### src/hcbd_pkg.sv
package hcbd_pkg;

    localparam logic [7:0] CH_CR = 8'h0d;
    localparam logic [7:0] CH_LF = 8'h0a;

    // Width of one hex digit of the chunk size
    localparam int HEX_DIGIT_BITS = 4;

    typedef enum logic [5:0] {
        PH_LINE_START = 6'b000001,
        PH_DIGITS     = 6'b000010,
        PH_EXTENSION  = 6'b000100,
        PH_DATA       = 6'b001000,
        PH_AFTER_DATA = 6'b010000,
        PH_SKIP_ONE   = 6'b100000
    } t_phase;

    typedef enum logic [1:0] {
        ST_ZERO_CHUNK = 2'd0,
        ST_IN_SIZE    = 2'd1,
        ST_IN_DATA    = 2'd2
    } t_end_status;

    typedef struct packed {
        logic                      is_digit;
        logic [HEX_DIGIT_BITS-1:0] value;
    } t_hex;

    // Decode one ASCII hex digit, either case
    function automatic t_hex hex_value(input logic [7:0] c);
        t_hex h;
        h.is_digit = 1'b1;
        h.value    = '0;
        if (c >= 8'h30 && c <= 8'h39) begin
            h.value = HEX_DIGIT_BITS'(c - 8'h30);
        end else if (c >= 8'h61 && c <= 8'h66) begin
            h.value = HEX_DIGIT_BITS'(c - 8'h57);
        end else if (c >= 8'h41 && c <= 8'h46) begin
            h.value = HEX_DIGIT_BITS'(c - 8'h37);
        end else begin
            h.is_digit = 1'b0;
        end
        return h;
    endfunction

endpackage

### src/http_chunked_body_decoder.sv
// Chunked body decoder: takes one body byte per transfer and returns the chunk data bytes
// with the size lines, extensions and CR LF framing removed. One byte is accepted every
// cycle unless the output stalls; each accepted byte passes through an input register and
// then a result register, with a single pass of decode logic between them. Framing bytes
// produce no result. The transfer that closes a message carries message_end, with
// end_status telling a zero chunk from a body cut short inside a size line or inside/after
// data. Bytes after a zero chunk are dropped up to and including the byte marked last,
// after which the decoder is ready for the next message. Chunk sizes wider than SIZE_BITS
// saturate to all ones.
module http_chunked_body_decoder #(
    parameter int SIZE_BITS = 32
) (
    input  logic       i_clk,
    input  logic       i_rst_n,
    input  logic       i_in_valid,
    output logic       o_in_ready,
    input  logic [7:0] i_body_byte,
    input  logic       i_body_last,
    output logic       o_out_valid,
    input  logic       i_out_ready,
    output logic [7:0] o_data_byte,
    output logic       o_data_valid,
    output logic       o_message_end,
    output logic [1:0] o_end_status
);

    localparam int HB = hcbd_pkg::HEX_DIGIT_BITS;

    // Input register
    logic       r_in_valid;
    logic [7:0] r_in_byte;
    logic       r_in_last;

    // Decoder state
    hcbd_pkg::t_phase     r_phase, n_phase;
    logic [SIZE_BITS-1:0] r_bytes_left, n_bytes_left;
    logic                 r_saw_cr, n_saw_cr;
    logic                 r_closed, n_closed;

    // Result register
    logic                    r_out_valid;
    logic [7:0]              r_out_byte;
    logic                    r_out_dvalid;
    logic                    r_out_end;
    hcbd_pkg::t_end_status   r_out_status;

    logic                    advance;
    logic                    res_valid;
    logic [7:0]              res_byte;
    logic                    res_dvalid;
    logic                    res_end;
    hcbd_pkg::t_end_status   res_status;

    hcbd_pkg::t_hex          hex;
    logic                    sl_sat;
    logic [SIZE_BITS-1:0]    sl_bytes;
    logic                    sl_size_zero;
    logic [SIZE_BITS-1:0]    dec_bytes;

    assign advance    = r_in_valid && (!r_out_valid || i_out_ready);
    assign o_in_ready = !r_in_valid || advance;

    assign hex          = hcbd_pkg::hex_value(r_in_byte);
    assign sl_sat       = |r_bytes_left[SIZE_BITS-1 -: HB];
    assign sl_bytes     = sl_sat ? '1 : {r_bytes_left[SIZE_BITS-HB-1:0], hex.value};
    assign sl_size_zero = (r_bytes_left == '0);
    assign dec_bytes    = r_bytes_left - SIZE_BITS'(1);

    always_comb begin
        logic closes;
        logic size_line;
        closes       = 1'b0;
        size_line    = 1'b0;
        n_phase      = r_phase;
        n_bytes_left = r_bytes_left;
        n_saw_cr     = r_saw_cr;
        n_closed     = r_closed;
        res_byte     = '0;
        res_dvalid   = 1'b0;
        res_end      = 1'b0;
        res_status   = hcbd_pkg::ST_ZERO_CHUNK;

        if (r_closed) begin
            // Drop until the last byte of the message
            if (r_in_last) begin
                n_phase      = hcbd_pkg::PH_LINE_START;
                n_bytes_left = '0;
                n_saw_cr     = 1'b0;
                n_closed     = 1'b0;
            end
        end else begin
            unique case (r_phase)
                hcbd_pkg::PH_LINE_START, hcbd_pkg::PH_DIGITS: begin
                    size_line = 1'b1;
                end
                hcbd_pkg::PH_EXTENSION: begin
                    if (r_in_byte == hcbd_pkg::CH_LF && r_saw_cr) begin
                        n_saw_cr = 1'b0;
                        n_phase  = hcbd_pkg::PH_DATA;
                    end else begin
                        n_saw_cr = (r_in_byte == hcbd_pkg::CH_CR);
                    end
                end
                hcbd_pkg::PH_DATA: begin
                    res_byte   = r_in_byte;
                    res_dvalid = 1'b1;
                    if (!sl_size_zero) begin
                        n_bytes_left = dec_bytes;
                    end
                    if (sl_size_zero || dec_bytes == '0) begin
                        n_phase = hcbd_pkg::PH_AFTER_DATA;
                    end
                end
                hcbd_pkg::PH_AFTER_DATA: begin
                    if (r_in_byte == hcbd_pkg::CH_CR) begin
                        n_phase = hcbd_pkg::PH_SKIP_ONE;
                    end else begin
                        size_line = 1'b1;
                    end
                end
                hcbd_pkg::PH_SKIP_ONE: begin
                    n_phase = hcbd_pkg::PH_LINE_START;
                end
                default: begin
                    n_phase      = hcbd_pkg::PH_LINE_START;
                    n_bytes_left = '0;
                end
            endcase

            if (size_line) begin
                if (hex.is_digit) begin
                    n_bytes_left = sl_bytes;
                    n_phase      = hcbd_pkg::PH_DIGITS;
                end else if (sl_size_zero) begin
                    closes = 1'b1;
                end else begin
                    n_saw_cr = (r_in_byte == hcbd_pkg::CH_CR);
                    n_phase  = hcbd_pkg::PH_EXTENSION;
                end
            end

            if (closes) begin
                res_end  = 1'b1;
                n_closed = 1'b1;
            end else if (r_in_last) begin
                res_end = 1'b1;
                priority if (n_phase == hcbd_pkg::PH_DIGITS) begin
                    res_status = (n_bytes_left == '0) ? hcbd_pkg::ST_ZERO_CHUNK
                                                      : hcbd_pkg::ST_IN_SIZE;
                end else if (n_phase == hcbd_pkg::PH_EXTENSION) begin
                    res_status = hcbd_pkg::ST_IN_SIZE;
                end else begin
                    res_status = hcbd_pkg::ST_IN_DATA;
                end
            end

            // Start the next message afresh
            if (r_in_last) begin
                n_phase      = hcbd_pkg::PH_LINE_START;
                n_bytes_left = '0;
                n_saw_cr     = 1'b0;
                n_closed     = 1'b0;
            end
        end
        res_valid = res_dvalid || res_end;
    end

    always_ff @(posedge i_clk) begin
        if (!i_rst_n) begin
            r_in_valid   <= 1'b0;
            r_phase      <= hcbd_pkg::PH_LINE_START;
            r_bytes_left <= '0;
            r_saw_cr     <= 1'b0;
            r_closed     <= 1'b0;
            r_out_valid  <= 1'b0;
        end else begin
            if (o_in_ready) begin
                r_in_valid <= i_in_valid;
            end
            if (advance) begin
                r_phase      <= n_phase;
                r_bytes_left <= n_bytes_left;
                r_saw_cr     <= n_saw_cr;
                r_closed     <= n_closed;
                r_out_valid  <= res_valid;
            end else if (i_out_ready) begin
                r_out_valid  <= 1'b0;
            end
        end
    end

    always_ff @(posedge i_clk) begin
        if (i_in_valid && o_in_ready) begin
            r_in_byte <= i_body_byte;
            r_in_last <= i_body_last;
        end
        if (advance) begin
            r_out_byte   <= res_byte;
            r_out_dvalid <= res_dvalid;
            r_out_end    <= res_end;
            r_out_status <= res_status;
        end
    end

    assign o_out_valid   = r_out_valid;
    assign o_data_byte   = r_out_byte;
    assign o_data_valid  = r_out_dvalid;
    assign o_message_end = r_out_end;
    assign o_end_status  = r_out_status;

`ifndef NO_ASSERTIONS
    a_result_not_empty: assert property (@(posedge i_clk) disable iff (!i_rst_n)
        o_out_valid |-> (o_data_valid || o_message_end))
        else $error("empty result transferred");

    a_status_only_at_end: assert property (@(posedge i_clk) disable iff (!i_rst_n)
        (o_out_valid && !o_message_end) |-> (o_end_status == hcbd_pkg::ST_ZERO_CHUNK))
        else $error("end status set without message end");

    a_last_data_status: assert property (@(posedge i_clk) disable iff (!i_rst_n)
        (o_out_valid && o_data_valid && o_message_end)
            |-> (o_end_status == hcbd_pkg::ST_IN_DATA))
        else $error("data byte closing message with wrong status");

    a_data_count_nonzero: assert property (@(posedge i_clk) disable iff (!i_rst_n)
        (r_phase == hcbd_pkg::PH_DATA) |-> (r_bytes_left != '0))
        else $error("data phase with no bytes left");

    a_last_resets: assert property (@(posedge i_clk) disable iff (!i_rst_n)
        (advance && r_in_last) |=> (r_phase == hcbd_pkg::PH_LINE_START && !r_closed
                                    && r_bytes_left == '0))
        else $error("state not reset after last byte");
`endif

endmodule

### config.mk
export PLATFORM = sky130hd
export DESIGN_NAME = http_chunked_body_decoder
export DESIGN_NICKNAME = d
export VERILOG_FILES = /design/src/hcbd_pkg.sv /design/src/http_chunked_body_decoder.sv
export SDC_FILE = /design/constraint.sdc
export NUM_CORES = 1
export LEC_CHECK = 0
export BUFFER_PORTS_ARGS = -buffer_cell sky130_fd_sc_hd__buf_2
export CORE_MARGIN = 2
export CORE_UTILIZATION = 40
export CTS_CLUSTER_SIZE = 8
export DETAILED_ROUTE_END_ITERATION = 6
export MAX_ROUTING_LAYER = met4
export SKIP_CTS_REPAIR_TIMING = 1
export SLEW_MARGIN = 20
export SYNTH_ARGS = -nofsm -noshare
export SYNTH_HDL_FRONTEND = slang
export SYNTH_SLANG_ARGS = --single-unit
### constraint.sdc
create_clock -name i_clk -period 3.8 [get_ports i_clk]
set_clock_uncertainty 0.1 [all_clocks]
set_input_delay 0.19 -clock i_clk [delete_from_list [all_inputs] [get_ports i_clk]]
set_output_delay 0.19 -clock i_clk [all_outputs]
set_load 0.01 [all_outputs]
* After elaboration in Yosys (flattened, before gate mapping)
Cells that the tools add are included.
** Word-level totals
- Bits in registers :: 63
- Input port bits :: 13
- Output and inout bits :: 14
- Word-level logic and storage cells :: 112
** Cells by class
- $add $sub $neg :: 4
- Magnitude comparators :: 6
- Equal/unequal tests :: 11
- Multiplexer cells :: 55
- Bitwise operators :: 2
- Reduce and logical (&&, ||, !) cells :: 22
** Operators by type and width (number)
- 32-bit 2-to-1 mux :: 8
- 32-bit logical NOT :: 3
- 32-bit case mux with 2 select lines :: 1
- 6-bit 2-to-1 mux :: 10
- 32-bit by 1-bit subtractor with 32-bit output, second input constant :: 1
- 1-bit 2-to-1 mux :: 29
- 6-bit case mux with 4 select lines :: 1
- 8-bit by 4-bit equality test with 1-bit output, second input constant :: 2
- 8-bit by 7-bit >= comparator with 1-bit output, second input constant :: 2
- 8-bit by 7-bit <= comparator with 1-bit output, second input constant :: 2
- 6-bit by 2-bit equality test with 1-bit output, second input constant :: 2
- 6-bit by 3-bit equality test with 1-bit output, second input constant :: 2
- 4-bit 2-to-1 mux :: 3
- 8-bit by 6-bit >= comparator with 1-bit output, second input constant :: 1
- 8-bit by 6-bit <= comparator with 1-bit output, second input constant :: 1
- 4-bit by 3-bit subtractor with 4-bit output, second input constant :: 2
- 6-bit by 1-bit equality test with 1-bit output, second input constant :: 1
- 6-bit by 4-bit equality test with 1-bit output, second input constant :: 1
- 6-bit by 5-bit equality test with 1-bit output, second input constant :: 1
- 6-bit equality test, second input constant :: 1
- 1-bit logical AND :: 6
- 5-bit OR reduction :: 1
- 1-bit logical OR :: 4
- 2-bit 2-to-1 mux :: 2
- 10 further kinds :: 13

* Longest topological paths before layout
- Word-level depth :: 12
- Gate-level depth with buffers :: 15
- Mapped depth without buffers :: 11

* Least setup slack after synthesis
Ideal clock, no wire load.
- Kind :: reg2reg
- From :: reg r_bytes_left[0]
- To :: reg r_out_status[0], in the netlist o_end_status[0] (data pin)
- Setup time :: 0.268 ns
- Arrival :: 2.953 ns
- Data required time :: 3.432 ns
- Setup slack :: 0.479 ns
- Stages on the path, launching flop included :: 14
- Buffers on the path :: 2
- Clock period less this slack :: 3.321 ns
- Cell sequence :: dfxtp_1 -> inv_1 -> ha_1 -> clkbuf_2 -> nor4b_4 -> nand3_1 -> clkbuf_1 -> nor4_1 -> xnor2_1 -> nor2_1 -> o22ai_1 -> or4b_1 -> nor4_2 -> a211oi_2
** On the way
- Cells in the longest elaborated chain, start to end :: 12
- Elaborated cells on any way between the ends :: 27
- Those cells by class :: 1 x add/sub; 2 x eq/ne; 19 x mux; 5 x reduce/logical
** Ends and longest elaborated chain
- start, declared :: line http_chunked_body_decoder.sv:36 : logic [SIZE_BITS-1:0] r_bytes_left, n_bytes_left;
- start signal, assigned :: line http_chunked_body_decoder.sv:182 : r_bytes_left <= n_bytes_left;
- 32-bit by 1-bit subtractor with 32-bit output :: line http_chunked_body_decoder.sv:67 : assign dec_bytes = r_bytes_left - SIZE_BITS'(1);
- 32-bit logical NOT :: line http_chunked_body_decoder.sv:110 : if (sl_size_zero || dec_bytes == '0) begin
- 1-bit logical OR :: line http_chunked_body_decoder.sv:110
- 6-bit 2-to-1 mux :: line http_chunked_body_decoder.sv:110
- 6-bit case mux with 4 select lines :: line http_chunked_body_decoder.sv:92 : unique case (r_phase)
- 6-bit 2-to-1 mux :: line http_chunked_body_decoder.sv:134 : end else if (sl_size_zero) begin
- 6-bit 2-to-1 mux :: line http_chunked_body_decoder.sv:131 : if (hex.is_digit) begin
- 6-bit 2-to-1 mux :: line http_chunked_body_decoder.sv:130 : if (size_line) begin
- 6-bit 2-to-1 mux :: line http_chunked_body_decoder.sv:83 : if (r_closed) begin
- 6-bit by 3-bit equality test with 1-bit output :: line http_chunked_body_decoder.sv:150 : end else if (n_phase == hcbd_pkg::PH_EXTENSION) begin
- 2-bit 2-to-1 mux :: line http_chunked_body_decoder.sv:150
- 2-bit 2-to-1 mux :: line http_chunked_body_decoder.sv:147 : priority if (n_phase == hcbd_pkg::PH_DIGITS) begin
- end signal, assigned :: line http_chunked_body_decoder.sv:201 : r_out_status <= res_status;
- end, declared :: line http_chunked_body_decoder.sv:45 : hcbd_pkg::t_end_status r_out_status;
Parallel ways exist; a longest one is shown, timed or not. The select of a mux whose other input is x is not followed.
A chain may end at the register's enable or synchronous reset.

* Worst setup path in the final report
- From :: reg r_in_byte[0]
- To :: reg r_out_status[0], in the netlist o_end_status[0] (data pin)
** On the way
- Cells in the longest elaborated chain, start to end :: 12
- Elaborated cells on any way between the ends :: 45
- Those cells by class :: 3 x add/sub; 6 x order compare; 4 x eq/ne; 26 x mux; 6 x reduce/logical
** Ends and longest elaborated chain
- start, declared :: line http_chunked_body_decoder.sv:31 : logic [7:0] r_in_byte;
- start signal, assigned :: line http_chunked_body_decoder.sv:194 : r_in_byte <= i_body_byte;
- 8-bit by 7-bit >= comparator with 1-bit output or 8-bit by 7-bit <= comparator with 1-bit output (tied branches) :: line hcbd_pkg.sv:38 : end else if (c >= 8'h41 && c <= 8'h46) begin
- 1-bit logical AND :: line hcbd_pkg.sv:38
- 4-bit 2-to-1 mux :: line hcbd_pkg.sv:38
- 4-bit 2-to-1 mux :: line hcbd_pkg.sv:36 : end else if (c >= 8'h61 && c <= 8'h66) begin
- 4-bit 2-to-1 mux :: line hcbd_pkg.sv:34 : if (c >= 8'h30 && c <= 8'h39) begin
- 32-bit 2-to-1 mux :: line http_chunked_body_decoder.sv:65 : assign sl_bytes = sl_sat ? '1 : {r_bytes_left[SIZE_BITS-HB-1:0], hex.value};
- 32-bit 2-to-1 mux :: line http_chunked_body_decoder.sv:131
- 32-bit 2-to-1 mux :: line http_chunked_body_decoder.sv:130
- 32-bit 2-to-1 mux :: line http_chunked_body_decoder.sv:83
- 32-bit logical NOT :: line http_chunked_body_decoder.sv:148 : res_status = (n_bytes_left == '0) ? hcbd_pkg::ST_ZERO_CHUNK
- 1-bit 2-to-1 mux :: line http_chunked_body_decoder.sv:148
- 2-bit 2-to-1 mux :: line http_chunked_body_decoder.sv:147
Parallel ways exist; a longest one is shown, timed or not. The select of a mux whose other input is x is not followed.

==> results.cfg <==
[logic_synthesis]
syn_area_sq_mm = 0.00489
synthArstFlopShare = 0
syn_avg_cell_area_sq_um = 8.26
synth_seq_area_share = 0.301
ys_ff_latch = 63
ys_warn_count = 0
synthCells = 592
synth_ff_type = dfxtp_1
synthesis.nets = 611
synth_edf_count = 21
ys_types = 77

[place]
pre_cts_ws_ns = 0.110
port_buffers = 26
dp_cells = 766
place_congestion = 0.975
dpl-instance-area_sq_mm = 0.00535
dpl.hpwl_um = 12200

[grt]
grt_max_degree = 42
grt_first_pass_wirelength_um = 26400
antenna_found_initial = 0
met2_usage = 0.383
busiest_layer = met2
globalRouteMet1Util = 0.365
grt_overflow = 0
grt_usage = 0.269
use_met3 = 0.0556
grt_pass1_vias = 4706

[power]
power_density_mw_per_mm2 = 370
p_leak_nw = 2.17
p_total_mw = 2.14
ir_drop_mv = 0.292

[sta]
grt_setup_unrepaired = false
setup_viol = 0
fmax_mhz = 277
holdWs_ns = -0.00542
fin_crit_ns = 3.61
worstMarginPinSlew_ns = 0.849
finalCritPeriodShare = 0.950
finalHoldViolCount = 1
maxSlewHeadroom = 0.434
worst_slack_ns = 0.191
fin_tns_setup_ns = 0
drv_slew = 0

[worst_setup_path]
reg2reg_setup_slack_ns = 0.19
max_stage_delay_ns = 0.53
cp.required_ns = 3.79
r2r_cells = 11
slowest_stage = or4_1
crit_family = simple AND/OR/NAND/NOR gates
critical_path.endpoint_type = register
crit_type = reg -> reg
critPathLaunchType = register
path_cells = inv_1 -> ha_1 -> o21bai_1 -> a2111oi_4 -> nor2_2 -> nor3_4 -> a32oi_1 -> or4_1 -> nand4bb_1 -> nor4_2 -> a211oi_2
cp_max_fo = 9
timing.rr.end = o_end_status[0]
crit_arrival_ns = 3.60
reg2reg_from = r_in_byte[0]
crit_buf_inv = 1

[cells_and_area]
layout_commonest_cell = buf_4
mostFrequentLayoutCells = buf_4 (57), nand2_1 (47), dfxtp_1 (42)
diodes = 0
final_cells = 792
fin_util = 0.485
fillers = 1148
finalInstanceArea_sq_mm = 0.00580
drive_gt1_frac = 0.214
num-nets-final = 659
area_growth_syn_to_layout_pct = 18.6

[routing]
drt-total-wl_um = 16700
dr.first_iter.drc_count = 635
wire_per_inst_um = 21.1
via_count = 5109
ant_nets = 0
drc = 1
vias_per_cell = 6.45
first_pass_iters = 7

[clock_tree]
cts_buffers = 9
root_buffer = clkbuf_16
htreeDepth = 3
cts_tree = built
clock_path_buffers = 2
cts.sinks = 63
clk_latency_ns = 0.35
clkTransAtPathRegs_ns = 0.06

[status]
violations = DRC, hold timing
status = finished with violations

[flow_run]
max-cap-violations = 0

[floorplanning]
rows = 40
io_pins = 27
die_x_um = 115
start_util = 0.409
die_area_sq_mm = 0.0131
die_h_um = 115
core-area_sq_mm = 0.0120

[min_path]
hp-start = i_in_valid
hold_path.class = in -> reg
whs_path_depth = 3
holdPathEnd = r_in_valid
[power by group]
part	total [mW]	leakage, nW	switching [mW]	internal (mW)
clock	0.988	0.172	0.339	0.649
sequential	0.739	0.541	0.0222	0.717
combinational	0.417	1.46	0.256	0.160
total	2.14	2.17	0.617	1.53
[kinds of logic (layout without fill, tap and decap cells)]
group / after synthesis / count (layout) / share of synthesized area
AO/OA/AOI/OAI: 176 / 176 / 0.262
XOR/XNOR: 17 / 17 / 0.0304
adder cells (fa/ha/maj): 6 / 6 / 0.0153
buffers and inverters: 71 / 124 / 0.0711
flip-flops: 63 / 63 / 0.301
AND/OR/NAND/NOR: 259 / 259 / 0.320
[registers in the layout, summed over array words and instances, names as in the netlist]
signal	cells
r_bytes_left	32
o_data_byte	8
r_in_byte	8
r_phase	6
o_end_status	2
o_data_valid	1
o_message_end	1
o_out_valid	1
r_closed	1
r_in_last	1
r_in_valid	1
r_saw_cr	1
[worst max path at each step]
stage	from	end	slack, ns	cells after the start
detailed placement	r_in_byte[0]	o_end_status[0]	0.11	11
global route	r_in_byte[0]	o_end_status[0]	0.009	11
finish	r_in_byte[0]	o_end_status[0]	0.19	11
floorplan	r_bytes_left[0]	o_end_status[0]	0.48	13
CTS	r_in_byte[0]	o_end_status[0]	0.1	11
global placement	r_in_byte[0]	o_end_status[0]	0.20	11
[cells in the mapped netlist (8+ instances only)]
master | number | area share
and2_1 | 10 | 0.013
inv_1 | 16 | 0.012
and3_1 | 11 | 0.014
nand2_1 | 48 | 0.037
clkbuf_1 | 29 | 0.022
a21oi_1 | 19 | 0.019
nor2b_1 | 25 | 0.032
a21boi_0 | 13 | 0.020
buf_2 | 13 | 0.013
a22oi_1 | 21 | 0.032
xnor2_1 | 13 | 0.023
a31oi_1 | 11 | 0.014
nor4_1 | 11 | 0.014
nand4_1 | 11 | 0.014
o211ai_1 | 9 | 0.014
dfxtp_1 | 42 | 0.17
nor2_1 | 41 | 0.031
nor4_2 | 8 | 0.020
o31ai_1 | 10 | 0.015
nand3_1 | 21 | 0.021
edfxtp_1 | 21 | 0.13
nor3_1 | 19 | 0.019
o21ai_0 | 26 | 0.027
a32oi_1 | 9 | 0.016
[area by class of cell]
class / count / area (sq um) / area share
clock inverter: 7 / 128 / 0.0220
tap: 147 / 184 / 0.0317
multi-input combinational: 458 / 3080 / 0.532
clock buffer: 9 / 225 / 0.0388
inverter: 16 / 60.1 / 0.0104
timing repair buffer: 92 / 648 / 0.112
sequential: 63 / 1470 / 0.254
[worst min-delay path, delay by kind of cell]
kind | cells | cell delay [ns]
buffers and inverters | 1 | 0.08
and+or+nand+nor | 1 | 0.09
AOI/OAI and AO/OA | 1 | 0.04
[per-layer routing]
metal	part of all wire	routed length (um)	up-vias
met3	0.095	1590	66
met4	0.042	703	0
li1	-	-	2343
met2	0.44	7310	357
met5	0	0	-
met1	0.43	7100	2343
No activity file was read; power rests on OpenSTA's default activity.
